[config.mk]
export PLATFORM = sky130hd
export DESIGN_NAME = positional_array_list_unit_flat
export DESIGN_NICKNAME = d
export VERILOG_FILES = /design/src/rtl/pal_pkg.sv /design/src/rtl/pal_req_if.sv /design/src/rtl/pal_rsp_if.sv /design/src/rtl/positional_array_list_unit.sv /design/src/rtl/pal_mem.sv /design/src/rtl/pal_ctrl.sv /design/src/flat_wrapper.sv
export SDC_FILE = /design/constraint.sdc
export NUM_CORES = 2
export LEC_CHECK = 0
export BUFFER_PORTS_ARGS = -buffer_cell sky130_fd_sc_hd__clkbuf_2
export CAP_MARGIN = 20
export CORE_MARGIN = 10
export CORE_UTILIZATION = 30
export DETAILED_ROUTE_END_ITERATION = 6
export GPL_ROUTABILITY_DRIVEN = 1
export REMOVE_ABC_BUFFERS = 1
export SETUP_SLACK_MARGIN = 0.05
export SLEW_MARGIN = 10
export SYNTH_ARGS = -nofsm -noshare
export SYNTH_HDL_FRONTEND = slang
export SYNTH_SLANG_ARGS = --single-unit
[constraint.sdc]
create_clock -name clk -period 10.05 [get_ports clk]
set_clock_uncertainty 0.1 [all_clocks]
set_input_delay 1.005 -clock clk [delete_from_list [all_inputs] [get_ports clk]]
set_output_delay 1.005 -clock clk [all_outputs]
set_load 0.1 [all_outputs]
[src/rtl/pal_pkg.sv]
`timescale 1ns / 1ps
// ----------------------------------------------------------------------------
// pal_pkg: shared types and constants of the positional array list
// Operation and status codes, sequencer states, field widths and the
// result word that the sequencer hands to the output register.
// ----------------------------------------------------------------------------
package pal_pkg;

  // Default number of list entries.
  localparam int PAL_DEPTH = 64;

  // Fixed field widths of the request and response words.
  localparam int OPW   = 3;
  localparam int POSW  = 7;
  localparam int DATAW = 32;
  localparam int STATW = 3;
  localparam int CNTOW = 7;

  // Request operations.
  typedef enum logic [OPW-1:0] {
    OP_INSERT = 3'd0,
    OP_DELETE = 3'd1,
    OP_GET    = 3'd2,
    OP_LOCATE = 3'd3,
    OP_CLEAR  = 3'd4
  } pal_op_t;

  // Response status codes.
  typedef enum logic [STATW-1:0] {
    STAT_OK       = 3'd0,
    STAT_BADPOS   = 3'd1,
    STAT_FULL     = 3'd2,
    STAT_EMPTY    = 3'd3,
    STAT_NOTFOUND = 3'd4
  } pal_status_t;

  // Sequencer states.
  typedef enum logic [1:0] {
    S_IDLE,
    S_CHECK,
    S_SCAN,
    S_FINISH
  } pal_state_t;

  // One response word as produced by the sequencer.
  typedef struct packed {
    pal_status_t              status;
    logic signed [DATAW-1:0]  element;
    logic [POSW-1:0]          found_position;
    logic [CNTOW-1:0]         count;
    logic                     is_empty;
  } pal_result_t;

endpackage

[src/rtl/pal_req_if.sv]
`timescale 1ns / 1ps
// ----------------------------------------------------------------------------
// pal_req_if: request channel
// Carries one request word (opcode, position, value) under valid/ready.
// ----------------------------------------------------------------------------
interface pal_req_if;

  logic                              valid;
  logic                              ready;
  logic [pal_pkg::OPW-1:0]           opcode;
  logic [pal_pkg::POSW-1:0]          position;
  logic signed [pal_pkg::DATAW-1:0]  value;

  modport source (output valid, output opcode, output position, output value,
                  input ready);
  modport sink   (input valid, input opcode, input position, input value,
                  output ready);

endinterface

[src/rtl/pal_rsp_if.sv]
`timescale 1ns / 1ps
// ----------------------------------------------------------------------------
// pal_rsp_if: response channel
// Carries one response word (status, element, position, count, empty flag).
// ----------------------------------------------------------------------------
interface pal_rsp_if;

  logic                              valid;
  logic                              ready;
  logic [pal_pkg::STATW-1:0]         status;
  logic signed [pal_pkg::DATAW-1:0]  element;
  logic [pal_pkg::POSW-1:0]          found_position;
  logic [pal_pkg::CNTOW-1:0]         count;
  logic                              is_empty;

  modport source (output valid, output status, output element,
                  output found_position, output count, output is_empty,
                  input ready);
  modport sink   (input valid, input status, input element,
                  input found_position, input count, input is_empty,
                  output ready);

endinterface

[src/rtl/positional_array_list_unit.sv]
`timescale 1ns / 1ps
// ----------------------------------------------------------------------------
// positional_array_list_unit: bounded ordered list of 32-bit words
// Insert, delete, get, locate and clear by one-based position.
// ----------------------------------------------------------------------------
// Usage:
//   Requests arrive on req (opcode, position, value) and each produces one
//   response word on rsp (status, element, found_position, count, is_empty).
//   Words move when valid and ready are both high at a rising clock edge.
//   The block holds one request at a time; req.ready is high only while the
//   sequencer is idle.
//   Each request is checked, then walks storage entries, then its response
//   is loaded: insert walks count-position+1 entries, delete walks
//   count-position+1, get walks one, locate walks up to count and, when it
//   stops at a match before the end, reads one entry more. Errors, clear and
//   unused opcodes skip the walk; an insert at the end of the list or a
//   locate on an empty list enters it with no entry to read. The walk goes
//   through the single read port, one entry per cycle. The next request is
//   taken in the cycle after the response is loaded; the response sits in an
//   output register, so the next request is taken while an earlier response
//   still waits; if the receiver stalls, the sequencer holds its finished
//   result until the register frees. Synchronous reset empties the list
//   and drops any pending response; the element memory is not cleared.
// ----------------------------------------------------------------------------
module positional_array_list_unit #(
  parameter int DEPTH = pal_pkg::PAL_DEPTH
) (
  input  logic      clk,
  input  logic      rst,
  pal_req_if.sink   req,
  pal_rsp_if.source rsp
);
  import pal_pkg::*;

  localparam int AW = $clog2(DEPTH);
  localparam int CW = $clog2(DEPTH + 1);

  logic              out_free;
  logic              out_load;
  pal_result_t       out_data;
  logic              mem_we;
  logic [AW-1:0]     mem_waddr;
  logic [DATAW-1:0]  mem_wdata;
  logic              mem_re;
  logic [AW-1:0]     mem_raddr;
  logic [DATAW-1:0]  mem_rdata;

  logic              rsp_valid;
  pal_result_t       rsp_data;

  // Sequencer.
  pal_ctrl #(
    .DEPTH (DEPTH),
    .AW    (AW),
    .CW    (CW)
  ) u_ctrl (
    .clk       (clk),
    .rst       (rst),
    .req       (req),
    .out_free  (out_free),
    .out_load  (out_load),
    .out_data  (out_data),
    .mem_we    (mem_we),
    .mem_waddr (mem_waddr),
    .mem_wdata (mem_wdata),
    .mem_re    (mem_re),
    .mem_raddr (mem_raddr),
    .mem_rdata (mem_rdata)
  );

  // Element storage.
  pal_mem #(
    .DEPTH (DEPTH),
    .AW    (AW)
  ) u_mem (
    .clk   (clk),
    .we    (mem_we),
    .waddr (mem_waddr),
    .wdata (mem_wdata),
    .re    (mem_re),
    .raddr (mem_raddr),
    .rdata (mem_rdata)
  );

  // Output register: free when empty or being taken this cycle.
  assign out_free = !rsp_valid || rsp.ready;

  always_ff @(posedge clk) begin
    if (rst) begin
      rsp_valid <= 1'b0;
    end else if (out_load) begin
      rsp_valid <= 1'b1;
    end else if (rsp.ready) begin
      rsp_valid <= 1'b0;
    end
  end

  always_ff @(posedge clk) begin
    if (out_load) begin
      rsp_data <= out_data;
    end
  end

  // Response channel.
  assign rsp.valid          = rsp_valid;
  assign rsp.status         = rsp_data.status;
  assign rsp.element        = rsp_data.element;
  assign rsp.found_position = rsp_data.found_position;
  assign rsp.count          = rsp_data.count;
  assign rsp.is_empty       = rsp_data.is_empty;

endmodule

[src/rtl/pal_mem.sv]
`timescale 1ns / 1ps
// ----------------------------------------------------------------------------
// pal_mem: element storage
// Single write port and single read port with registered read data.
// ----------------------------------------------------------------------------
module pal_mem #(
  parameter int DEPTH = pal_pkg::PAL_DEPTH,
  parameter int AW    = $clog2(DEPTH)
) (
  input  logic                        clk,
  input  logic                        we,
  input  logic [AW-1:0]               waddr,
  input  logic [pal_pkg::DATAW-1:0]   wdata,
  input  logic                        re,
  input  logic [AW-1:0]               raddr,
  output logic [pal_pkg::DATAW-1:0]   rdata
);
  import pal_pkg::*;

  logic [DATAW-1:0] mem [DEPTH];

  // Write port.
  always_ff @(posedge clk) begin
    if (we) begin
      mem[waddr] <= wdata;
    end
  end

  // Registered read port.
  always_ff @(posedge clk) begin
    if (re) begin
      rdata <= mem[raddr];
    end
  end

endmodule

[src/rtl/pal_ctrl.sv]
`timescale 1ns / 1ps
// ----------------------------------------------------------------------------
// pal_ctrl: list sequencer
// Checks each request, then walks the storage one entry per cycle through
// the shared read port to shift, read or search, and builds the response.
// ----------------------------------------------------------------------------
module pal_ctrl #(
  parameter int DEPTH = pal_pkg::PAL_DEPTH,
  parameter int AW    = $clog2(DEPTH),
  parameter int CW    = $clog2(DEPTH + 1)
) (
  input  logic                        clk,
  input  logic                        rst,
  pal_req_if.sink                     req,
  input  logic                        out_free,
  output logic                        out_load,
  output pal_pkg::pal_result_t        out_data,
  output logic                        mem_we,
  output logic [AW-1:0]               mem_waddr,
  output logic [pal_pkg::DATAW-1:0]   mem_wdata,
  output logic                        mem_re,
  output logic [AW-1:0]               mem_raddr,
  input  logic [pal_pkg::DATAW-1:0]   mem_rdata
);
  import pal_pkg::*;

  // Width that holds both a position and a count with room for one more.
  localparam int XW = ((CW > POSW) ? CW : POSW) + 1;
  localparam logic [XW-1:0] DEPTH_X = XW'(DEPTH);

  pal_state_t        state, state_next;
  logic [OPW-1:0]    op, op_next;
  logic [POSW-1:0]   pos, pos_next;
  logic [DATAW-1:0]  val, val_next;
  logic [CW-1:0]     cnt, cnt_next;
  logic [AW-1:0]     ra, ra_next;
  logic [CW-1:0]     left, left_next;
  logic              pend, pend_next;
  logic [AW-1:0]     paddr, paddr_next;
  logic              hit, hit_next;
  pal_status_t       status, status_next;
  logic [DATAW-1:0]  elem, elem_next;
  logic [POSW-1:0]   found, found_next;

  logic [XW-1:0]     pos_x, cnt_x, span_x, cnt_m1_x, pos_m1_x, found_x, cnt_after_x;
  logic [CW-1:0]     cnt_after;

  // Widened operands for position checks and address setup.
  assign pos_x    = XW'(pos);
  assign cnt_x    = XW'(cnt);
  assign span_x   = cnt_x - pos_x + XW'(1);
  assign cnt_m1_x = cnt_x - XW'(1);
  assign pos_m1_x = pos_x - XW'(1);
  assign found_x  = XW'(paddr) + XW'(1);

  // Element count once the current request has taken effect.
  always_comb begin
    cnt_after = cnt;
    if (status == STAT_OK) begin
      case (op)
        OP_INSERT: cnt_after = cnt + CW'(1);
        OP_DELETE: cnt_after = cnt - CW'(1);
        OP_CLEAR:  cnt_after = '0;
        default:   cnt_after = cnt;
      endcase
    end
  end
  assign cnt_after_x = XW'(cnt_after);

  // Response word.
  always_comb begin
    out_data.status         = status;
    out_data.element        = elem;
    out_data.found_position = found;
    out_data.count          = cnt_after_x[CNTOW-1:0];
    out_data.is_empty       = (cnt_after == '0);
  end

  // State and working registers.
  always_ff @(posedge clk) begin
    if (rst) begin
      state <= S_IDLE;
      cnt   <= '0;
      pend  <= 1'b0;
      left  <= '0;
    end else begin
      state <= state_next;
      cnt   <= cnt_next;
      pend  <= pend_next;
      left  <= left_next;
    end
  end

  always_ff @(posedge clk) begin
    op     <= op_next;
    pos    <= pos_next;
    val    <= val_next;
    ra     <= ra_next;
    paddr  <= paddr_next;
    hit    <= hit_next;
    status <= status_next;
    elem   <= elem_next;
    found  <= found_next;
  end

  // Next state, memory port control and response hand-off.
  always_comb begin
    state_next  = state;
    op_next     = op;
    pos_next    = pos;
    val_next    = val;
    cnt_next    = cnt;
    ra_next     = ra;
    left_next   = left;
    pend_next   = pend;
    paddr_next  = paddr;
    hit_next    = hit;
    status_next = status;
    elem_next   = elem;
    found_next  = found;
    mem_we      = 1'b0;
    mem_waddr   = paddr;
    mem_wdata   = mem_rdata;
    mem_re      = 1'b0;
    mem_raddr   = ra;
    out_load    = 1'b0;
    req.ready   = (state == S_IDLE);

    unique case (state)
      S_IDLE: begin
        if (req.valid) begin
          op_next    = req.opcode;
          pos_next   = req.position;
          val_next   = req.value;
          state_next = S_CHECK;
        end
      end

      // Validate the request and set up the walk over the storage.
      S_CHECK: begin
        status_next = STAT_OK;
        elem_next   = '0;
        found_next  = '0;
        hit_next    = 1'b0;
        pend_next   = 1'b0;
        left_next   = '0;
        state_next  = S_FINISH;
        unique case (op) inside
          OP_INSERT: begin
            if (pos_x == '0 || pos_x > cnt_x + XW'(1)) begin
              status_next = STAT_BADPOS;
            end else if (cnt_x >= DEPTH_X) begin
              status_next = STAT_FULL;
            end else begin
              left_next  = span_x[CW-1:0];
              ra_next    = cnt_m1_x[AW-1:0];
              state_next = S_SCAN;
            end
          end
          OP_DELETE, OP_GET: begin
            if (cnt_x == '0) begin
              status_next = STAT_EMPTY;
            end else if (pos_x == '0 || pos_x > cnt_x) begin
              status_next = STAT_BADPOS;
            end else begin
              left_next  = (op == OP_GET) ? CW'(1) : span_x[CW-1:0];
              ra_next    = pos_m1_x[AW-1:0];
              state_next = S_SCAN;
            end
          end
          OP_LOCATE: begin
            status_next = STAT_NOTFOUND;
            left_next   = cnt;
            ra_next     = '0;
            state_next  = S_SCAN;
          end
          default: begin
          end
        endcase
      end

      // One read issued per cycle; the word read last cycle is used now.
      S_SCAN: begin
        if (left != '0) begin
          mem_re     = 1'b1;
          pend_next  = 1'b1;
          paddr_next = ra;
          ra_next    = (op == OP_INSERT) ? ra - AW'(1) : ra + AW'(1);
          left_next  = left - CW'(1);
        end else begin
          pend_next = 1'b0;
        end

        if (pend) begin
          case (op)
            OP_INSERT: begin
              mem_we    = 1'b1;
              mem_waddr = paddr + AW'(1);
            end
            OP_DELETE: begin
              if (paddr == pos_m1_x[AW-1:0]) begin
                elem_next = mem_rdata;
              end else begin
                mem_we    = 1'b1;
                mem_waddr = paddr - AW'(1);
              end
            end
            OP_GET: begin
              elem_next = mem_rdata;
            end
            OP_LOCATE: begin
              if (!hit && mem_rdata == val) begin
                hit_next    = 1'b1;
                status_next = STAT_OK;
                found_next  = found_x[POSW-1:0];
                left_next   = '0;
              end
            end
            default: begin
            end
          endcase
        end

        if (left == '0 && !pend) begin
          state_next = S_FINISH;
        end
      end

      // Commit the request and pass the response on once the output is free.
      S_FINISH: begin
        if (out_free) begin
          out_load   = 1'b1;
          cnt_next   = cnt_after;
          state_next = S_IDLE;
          if (op == OP_INSERT && status == STAT_OK) begin
            mem_we    = 1'b1;
            mem_waddr = pos_m1_x[AW-1:0];
            mem_wdata = val;
          end
        end
      end

      default: begin
        state_next = S_IDLE;
      end
    endcase
  end

endmodule

[src/flat_wrapper.sv]
// flat-port wrapper written by rule: the top's interface ports become plain ports
module positional_array_list_unit_flat import pal_pkg::*;
#(
  parameter int DEPTH = pal_pkg::PAL_DEPTH
)
  (clk, rst, req_valid, req_opcode, req_position, req_value, req_ready, rsp_valid, rsp_status, rsp_element, rsp_found_position, rsp_count, rsp_is_empty, rsp_ready);
  pal_req_if req_i ();
  pal_rsp_if rsp_i ();
  input  logic clk;
  input  logic rst;
  input wire logic [$bits(req_i.valid)-1:0] req_valid;
  input wire logic [$bits(req_i.opcode)-1:0] req_opcode;
  input wire logic [$bits(req_i.position)-1:0] req_position;
  input wire logic [$bits(req_i.value)-1:0] req_value;
  output wire logic [$bits(req_i.ready)-1:0] req_ready;
  output wire logic [$bits(rsp_i.valid)-1:0] rsp_valid;
  output wire logic [$bits(rsp_i.status)-1:0] rsp_status;
  output wire logic [$bits(rsp_i.element)-1:0] rsp_element;
  output wire logic [$bits(rsp_i.found_position)-1:0] rsp_found_position;
  output wire logic [$bits(rsp_i.count)-1:0] rsp_count;
  output wire logic [$bits(rsp_i.is_empty)-1:0] rsp_is_empty;
  input wire logic [$bits(rsp_i.ready)-1:0] rsp_ready;
  assign req_i.valid = req_valid;
  assign req_i.opcode = req_opcode;
  assign req_i.position = req_position;
  assign req_i.value = req_value;
  assign req_ready = req_i.ready;
  assign rsp_valid = rsp_i.valid;
  assign rsp_status = rsp_i.status;
  assign rsp_element = rsp_i.element;
  assign rsp_found_position = rsp_i.found_position;
  assign rsp_count = rsp_i.count;
  assign rsp_is_empty = rsp_i.is_empty;
  assign rsp_i.ready = rsp_ready;
  positional_array_list_unit #(.DEPTH(DEPTH)) u_core (.clk(clk), .rst(rst), .req(req_i), .rsp(rsp_i));
endmodule
# Word level (Yosys, flattened, before mapping)

Memory sizes are Yosys's and may differ from the RTL's. A register that Yosys moved wholly into a read port is not among the register bits.
Cells that the tools add are included.

Logic and storage cells: 161
RAM bits: 2,048
Output and inout port bits: 52
Register bits after elaboration: 165
Memories: 1

Memories:

| name             | words | width | read ports | clocked after memory_dff | wr ports | RTL line      | text |
|---|---|---|---|---|---|---|---|
| u_core.u_mem.mem | 64    | 32    | 1          | 1                        | 1        | pal_mem.sv:20 | `logic [DATAW-1:0] mem [DEPTH];` |

Mux-type cells: 75
Reduce and logical (&&, ||, !) cells: 27
Add/sub/neg operators: 13
Magnitude comparators: 3
Equal/unequal tests: 23

Operators by type and width:

| kind                                             | number |
|---|---|
| two-way mux 32 bit                               | 5 |
| case mux 32 bit (2 select lines)                 | 2 |
| two-way mux 7 bit                                | 13 |
| two-way mux 6 bit                                | 10 |
| case mux 7 bit (3 select lines)                  | 2 |
| case mux 6 bit (2 select lines)                  | 3 |
| == test 32 bit                                   | 1 |
| case mux 7 bit (2 select lines)                  | 2 |
| subtractor 6 x 1 -> 6 bit, second input constant | 4 |
| two-way mux 1 bit                                | 20 |
| != test 3 bit, second input constant             | 6 |
| case mux 6 bit (3 select lines)                  | 1 |
| zero test 8 bit                                  | 2 |
| adder 7 x 1 -> 7 bit, second input constant      | 2 |
| zero test 7 bit                                  | 2 |
| subtractor 7 x 1 -> 7 bit, second input constant | 2 |
| adder 6 x 1 -> 6 bit, second input constant      | 2 |
| two-way mux 2 bit                                | 6 |
| != test 2 bit, second input constant             | 6 |
| two-way mux 3 bit                                | 3 |
| case mux 3 bit (3 select lines)                  | 1 |
| adder 7 x 1 -> 8 bit, second input constant      | 1 |
| > comparator 7 x 8 -> 1 bit                      | 1 |
| case mux 1 bit (2 select lines)                  | 4 |
| 27 further kinds                                 | 40 |

# Depth between registers and ports, before layout

Depth in word-level cells: 8
Mapped depth: 12
Mapped depth without buffers: 11

# Hierarchy

A second synthesis with hierarchy kept.

Cells, all modules: 4,103
Area total of the unflattened synthesis: 87,772.9 um^2

By module, submodules not included:

| module                     | area an instance (um^2) | times used | cells each | sequential area each (um^2) |
|---|---|---|---|---|
| pal_mem                    | 78,778.1                | 1          | 3,362      | 62,459.9 |
| pal_ctrl                   | 7,447.1                 | 1          | 687        | 3,253.1 |
| positional_array_list_unit | 1,547.7                 | 1          | 54         | 1,521.5 |

# Least setup slack after synthesis

Ideal clock, no wire load.

Path type: register to register
From: reg u_core.rsp_valid (netlist: u_core.rsp.valid)
To: mem u_core.u_mem.mem[41][0], enable pin
Setup slack: 3.780 ns
Required time: 9.448 ns
Period minus slack after synthesis: 6.270 ns
Buffers on the path: 1
Arrival: 5.668 ns
Cell stages (with the launch flop): 10
Setup time: 0.502 ns
Path through: dfxtp_1 nand2b_1 nand2_1 inv_1 and3_1 a221oi_1 o311a_1 clkbuf_1 nand2_1 nor4_1

Longest elaborated chain between the ends: 6
Elaborated cells between the ends (all ways): 8
Those cells by class: 6 x mux; 2 x reduce/logical

Ends and longest elaborated chain:

| item                                    | RTL line                         | text |
|---|---|---|
| start, declared                         | positional_array_list_unit.sv:48 | `logic rsp_valid;` |
| start signal, assigned                  | positional_array_list_unit.sv:90 | `rsp_valid <= 1'b0;` |
| start signal, assigned                  | positional_array_list_unit.sv:92 | `rsp_valid <= 1'b1;` |
| start signal, assigned                  | positional_array_list_unit.sv:94 | `rsp_valid <= 1'b0;` |
| zero test 1 bit *                       | positional_array_list_unit.sv:86 | `assign out_free = !rsp_valid \|\| rsp.ready;` |
| logical OR 1 bit *                      | positional_array_list_unit.sv:86 |  |
| two-way mux 1 bit                       | pal_ctrl.sv:231                  | `if (out_free) begin` |
| case mux 1 bit (2 select lines)         | pal_ctrl.sv:129                  | `unique case (state)` |
| two-way mux 1 bit                       | pal_mem.sv:24                    | `if (we) begin` |
| two-way mux 1 bit (implied by the code) | pal_mem.sv:25                    | `mem[waddr] <= wdata;` |
| end, declared                           | pal_mem.sv:20                    |  |

Every way passes the cells marked *; elsewhere a longest branch is shown, timed or not.

# Worst setup path after layout

From: reg u_core.u_ctrl.state[0]
To: mem u_core.u_mem.mem[61][22], enable pin

Longest elaborated chain between the ends: 4
Elaborated cells between the ends (all ways): 6
Those cells by class: 2 x eq/ne; 4 x mux

Ends and longest elaborated chain:

| item                                    | RTL line        | text |
|---|---|---|
| start, declared                         | pal_ctrl.sv:31  | `pal_state_t state, state_next;` |
| start signal, assigned                  | pal_ctrl.sv:87  | `state <= state_next;` |
| == test 2 bit                           | pal_ctrl.sv:129 |  |
| case mux 1 bit (2 select lines)         | pal_ctrl.sv:129 |  |
| two-way mux 1 bit                       | pal_mem.sv:24   |  |
| two-way mux 1 bit (implied by the code) | pal_mem.sv:25   |  |

Parallel ways exist; a longest one is shown, timed or not.

==> metrics.md <==
| Metric | Value |
|---|---|
| Crit-path leading delay family | `simple AND/OR/NAND/NOR gates` |
| Synthesis-stage register bit count | `2245` |
| Post-Route WL | `231 mm` |
| Post-synthesis instance area | `87600 µm²` |
| Die Height | `560 µm` |
| Area grow syn2layout | `15.3%` |
| # resized after CTS | `0` |
| Placed Area | `93700 µm²` |
| Slowest CP cell | `nor2_4` |
| Synth area leader | `edfxtp_1` |
| Final setup vio count | `0` |
| Sequential-to-total area share from yosys stat | `between 70% and 80%` |
| Pwr Total | `between 20 and 30 mW` |
| 1st-iter DRT viols | `about 6k` |
| Wire per inst | `around 29 µm` |
| Avg Inst Size Synth | `between 20 and 25 µm²` |
| GR Overflow Total | `0` |
| Minimum clock period | `between 5 and 6 ns` |
| Bufs and invs on worst path | `3` |
| Pwr Density | `265 nW/µm²` |
| Setup Buffers After CTS | `0` |
| Pint | `18.4 mW` |
| Critical Path AT | `6.21 ns` |
| Number of top-level pins | `98` |
| Max stage delay on crit path | `1.19 ns` |
| Initial antenna violation count | `23` |
| RSZ-0062 raised after global routing | `no` |
| Post-route cell area | `101000 µm²` |
| Logic pwr share | `29.3%` |
| Drt pass-1 iters | `6` |
| WS Path Type | `reg2reg` |
| Final cycle utilization of the critical path | `a little under 60%` |
| NumNets Final | `about 4k` |
| Tightest Pin Transition | `1.31 ns` |
| DR vias | `41.6k` |
| F_max | `171 MHz` |
| Top-count cell post-synth | `edfxtp_1` |
| Total track usage | `14.3%` |
| Final hold viol count | `0` |
| Core area | `291000 µm²` |
| Sequential power share | `40.4%` |
| Slew headroom | `12.6%` |
| Port-buffer cells | `between 90 and 100` |
| Post-synthesis async set-or-reset flop share | `0%` |
| Row count | `between 150 and 200` |
| Place WS | `roughly 4.4 ns` |
| Worst-path clk slew | `0.06 ns` |
| Switching share of total power | `31.2%` |
| Ordered cell list for the critical path | `inv_1 -> ha_2 -> buf_4 -> clkinv_1 -> nor2_1 -> a221o_1 -> a211o_1 -> a311o_1 -> nand3_1 -> nor2_4` |
| Cells after Synth | `3775` |
| CTS Hold Buffers Added | `0` |
| Die area | `314000 µm²` |
| Outcome | `finished, final reports clean` |
| Num CTS Buffers | `217` |
| Pleak | `31.1 nW` |
| CTS tree | `built` |
| Setup crit end kind | `flop` |
| Clk pwr share | `30.3%` |
| First-pass GRT wire length | `326 mm` |
| Post-synth cell types | `73` |
| Worst-Skew Late Latency | `0.87 ns` |
| Final count of pins violating max slew | `0` |
| HPWL Detailed | `142 mm` |
| Chip width | `around 560 µm` |
| ANT nets after route | `0` |
| Fin Hold WS | `0.221 ns` |
| Vias per std cell | `5.14` |
| # DRC | `0` |
| Last weighted congestion value of the routability-driven placer | `0.873` |
| Yosys warnings | `0` |
| Largest net degree at the start of global routing | `141` |
| Vias in the first global route | `40.6k` |
| Crit path max fanout | `just over 40` |
| Critical Path Start Type | `flop` |
| Util after Layout | `34.7%` |
| Max-cap violations | `0` |
| Number of synthesized flops with an enable pin | `roughly 2.2k` |
| Synth area leaders | `edfxtp_1 (76%), mux4_2 (17%), ha_1 (0.63%)` |
| CTS H-tree depth | `4` |
| Crit path required time | `10.42 ns` |
| Synth top cells by count | `edfxtp_1 (2227), mux4_2 (663), clkbuf_1 (128), nor2_1 (105), buf_1 (51)` |
| Fraction of layout cells with a size suffix above 1 | `around 31%` |
| Starting Density | `30.1%` |
| CTS Root Cell | `clkbuf_16` |
| Post-synth top flop | `edfxtp_1` |
| Final Worst Setup Slack | `4.20 ns` |
| P_sw | `8.38 mW` |
| Synth top area share | `76.3%` |
| Worst Hold Class | `in2reg` |
| # clock sinks | `~2.2k` |
| Clock Tree Buf Depth | `3` |
| Max VDD drop | `0.260 mV` |
[layout by cell type (no fill, tap or decap), types with 24 or more instances in the layout]
cell type / n
inv_1: 41
mux4_2: 663
clkbuf_16: 219
edfxtp_1: 2227
a21oi_1: 29
clkbuf_2: 97
xnor2_1: 27
o21ai_0: 25
ha_1: 43
nor2_1: 46
xor2_1: 38
nand2_1: 43
nand3_1: 24
nor2_4: 59
clkinv_2: 52
clkinv_1: 53
and2_1: 36
clkbuf_1: 31
buf_4: 62
[worst register-to-register path, delay by kind of cell (launching register included)]
family / cells / cell delay [ns]
AOI/OAI and AO/OA: 3 / 0.79
and+or+nand+nor: 3 / 2.58
DFF: 1 / 0.34
buffers and inverters: 3 / 1.20
adders and majority gates: 1 / 0.42
[metal layers]
metal	wire length, µm	GRT usage, %
met1	97900	20.7
met2	105000	21.5
met3	20000	2.64
met4	8580	4.92
met5	0	0
[cells by family after synthesis]
family	count (synthesis)	share of synthesized area, %
buffers and inverters	240	1.08
adders and majority gates	48	0.720
muxes	718	17.7
DFF	2245	76.7
xor gates and xnor gates	70	0.780
AOI/OAI and AO/OA	148	1.19
and+or+nand+nor	306	1.78
[area by class of cell]
type | instances | area, µm²
Antenna cell | 7 | 17.5
Tap cell | 3900 | 4880
Multi-Input combinational cell | 1290 | 20000
Clock buffer | 253 | 5640
Clock inverter | 152 | 1430
Sequential cell | 2245 | 67200
Inverter | 46 | 186
Fill cell | 26725 | 190000
Timing Repair Buffer | 188 | 1560
[sequential cells by signal, indices dropped and copies added (netlist names)]
name / flops
u_core.rsp.element: 32
u_core.u_ctrl.elem: 32
u_core.u_mem.mem: 2048
u_core.u_ctrl.paddr: 6
u_core.u_mem.rdata: 32
u_core.u_ctrl.op: 3
u_core.u_ctrl.hit: 1
u_core.u_ctrl.val: 32
u_core.u_ctrl.pend: 1
u_core.u_ctrl.left: 7
u_core.u_ctrl.found: 7
u_core.rsp.count: 7
u_core.u_ctrl.cnt: 7
u_core.u_ctrl.pos: 7
u_core.rsp.found_position: 7
u_core.u_ctrl.mem_raddr: 6
u_core.rsp.status: 3
u_core.u_ctrl.state: 2
u_core.rsp.is_empty: 1
u_core.u_ctrl.status: 3
u_core.rsp.valid: 1
[power by group through the flow]
stage | sequential [mW] | clock (mW) | combinational [mW]
final | 10.8 | 8.11 | 7.86
after global routing | 10.8 | 8.62 | 8.14
after CTS | 10.8 | 8.25 | 7.90
after detailed placement | 11.0 | 0 | 7.88
after global placement | 11.0 | 0 | 7.85
after floorplan | 11.8 | 0 | 5.68
[worst paths after layout]
kind	slack (ns)	endpoint	start	depth (start not counted)
hold reg to reg	0.32	u_core.rsp.element[14]	u_core.u_ctrl.elem[14]	0
setup reg to reg	4.20	u_core.u_mem.mem[61][22]	u_core.u_ctrl.state[0]	10
hold / removal	0.22	u_core.u_ctrl.val[7]	req_value[7]	1
setup / recovery	4.20	u_core.u_mem.mem[61][22]	u_core.u_ctrl.state[0]	10
[stage by stage]
| stage | std cells | setup TNS (ns) |
|---|---|---|
| 6_report | 8081 | 0 |
| 5_1_grt | 8075 | 0 |
| 4_1_cts | 8063 | 0 |
| 3_5_place_dp | 7658 | 0 |
| 3_3_place_gp | 7647 | 0 |
| 2_1_floorplan | 3581 | -446.91 |
(Power assumes the default switching activity.)
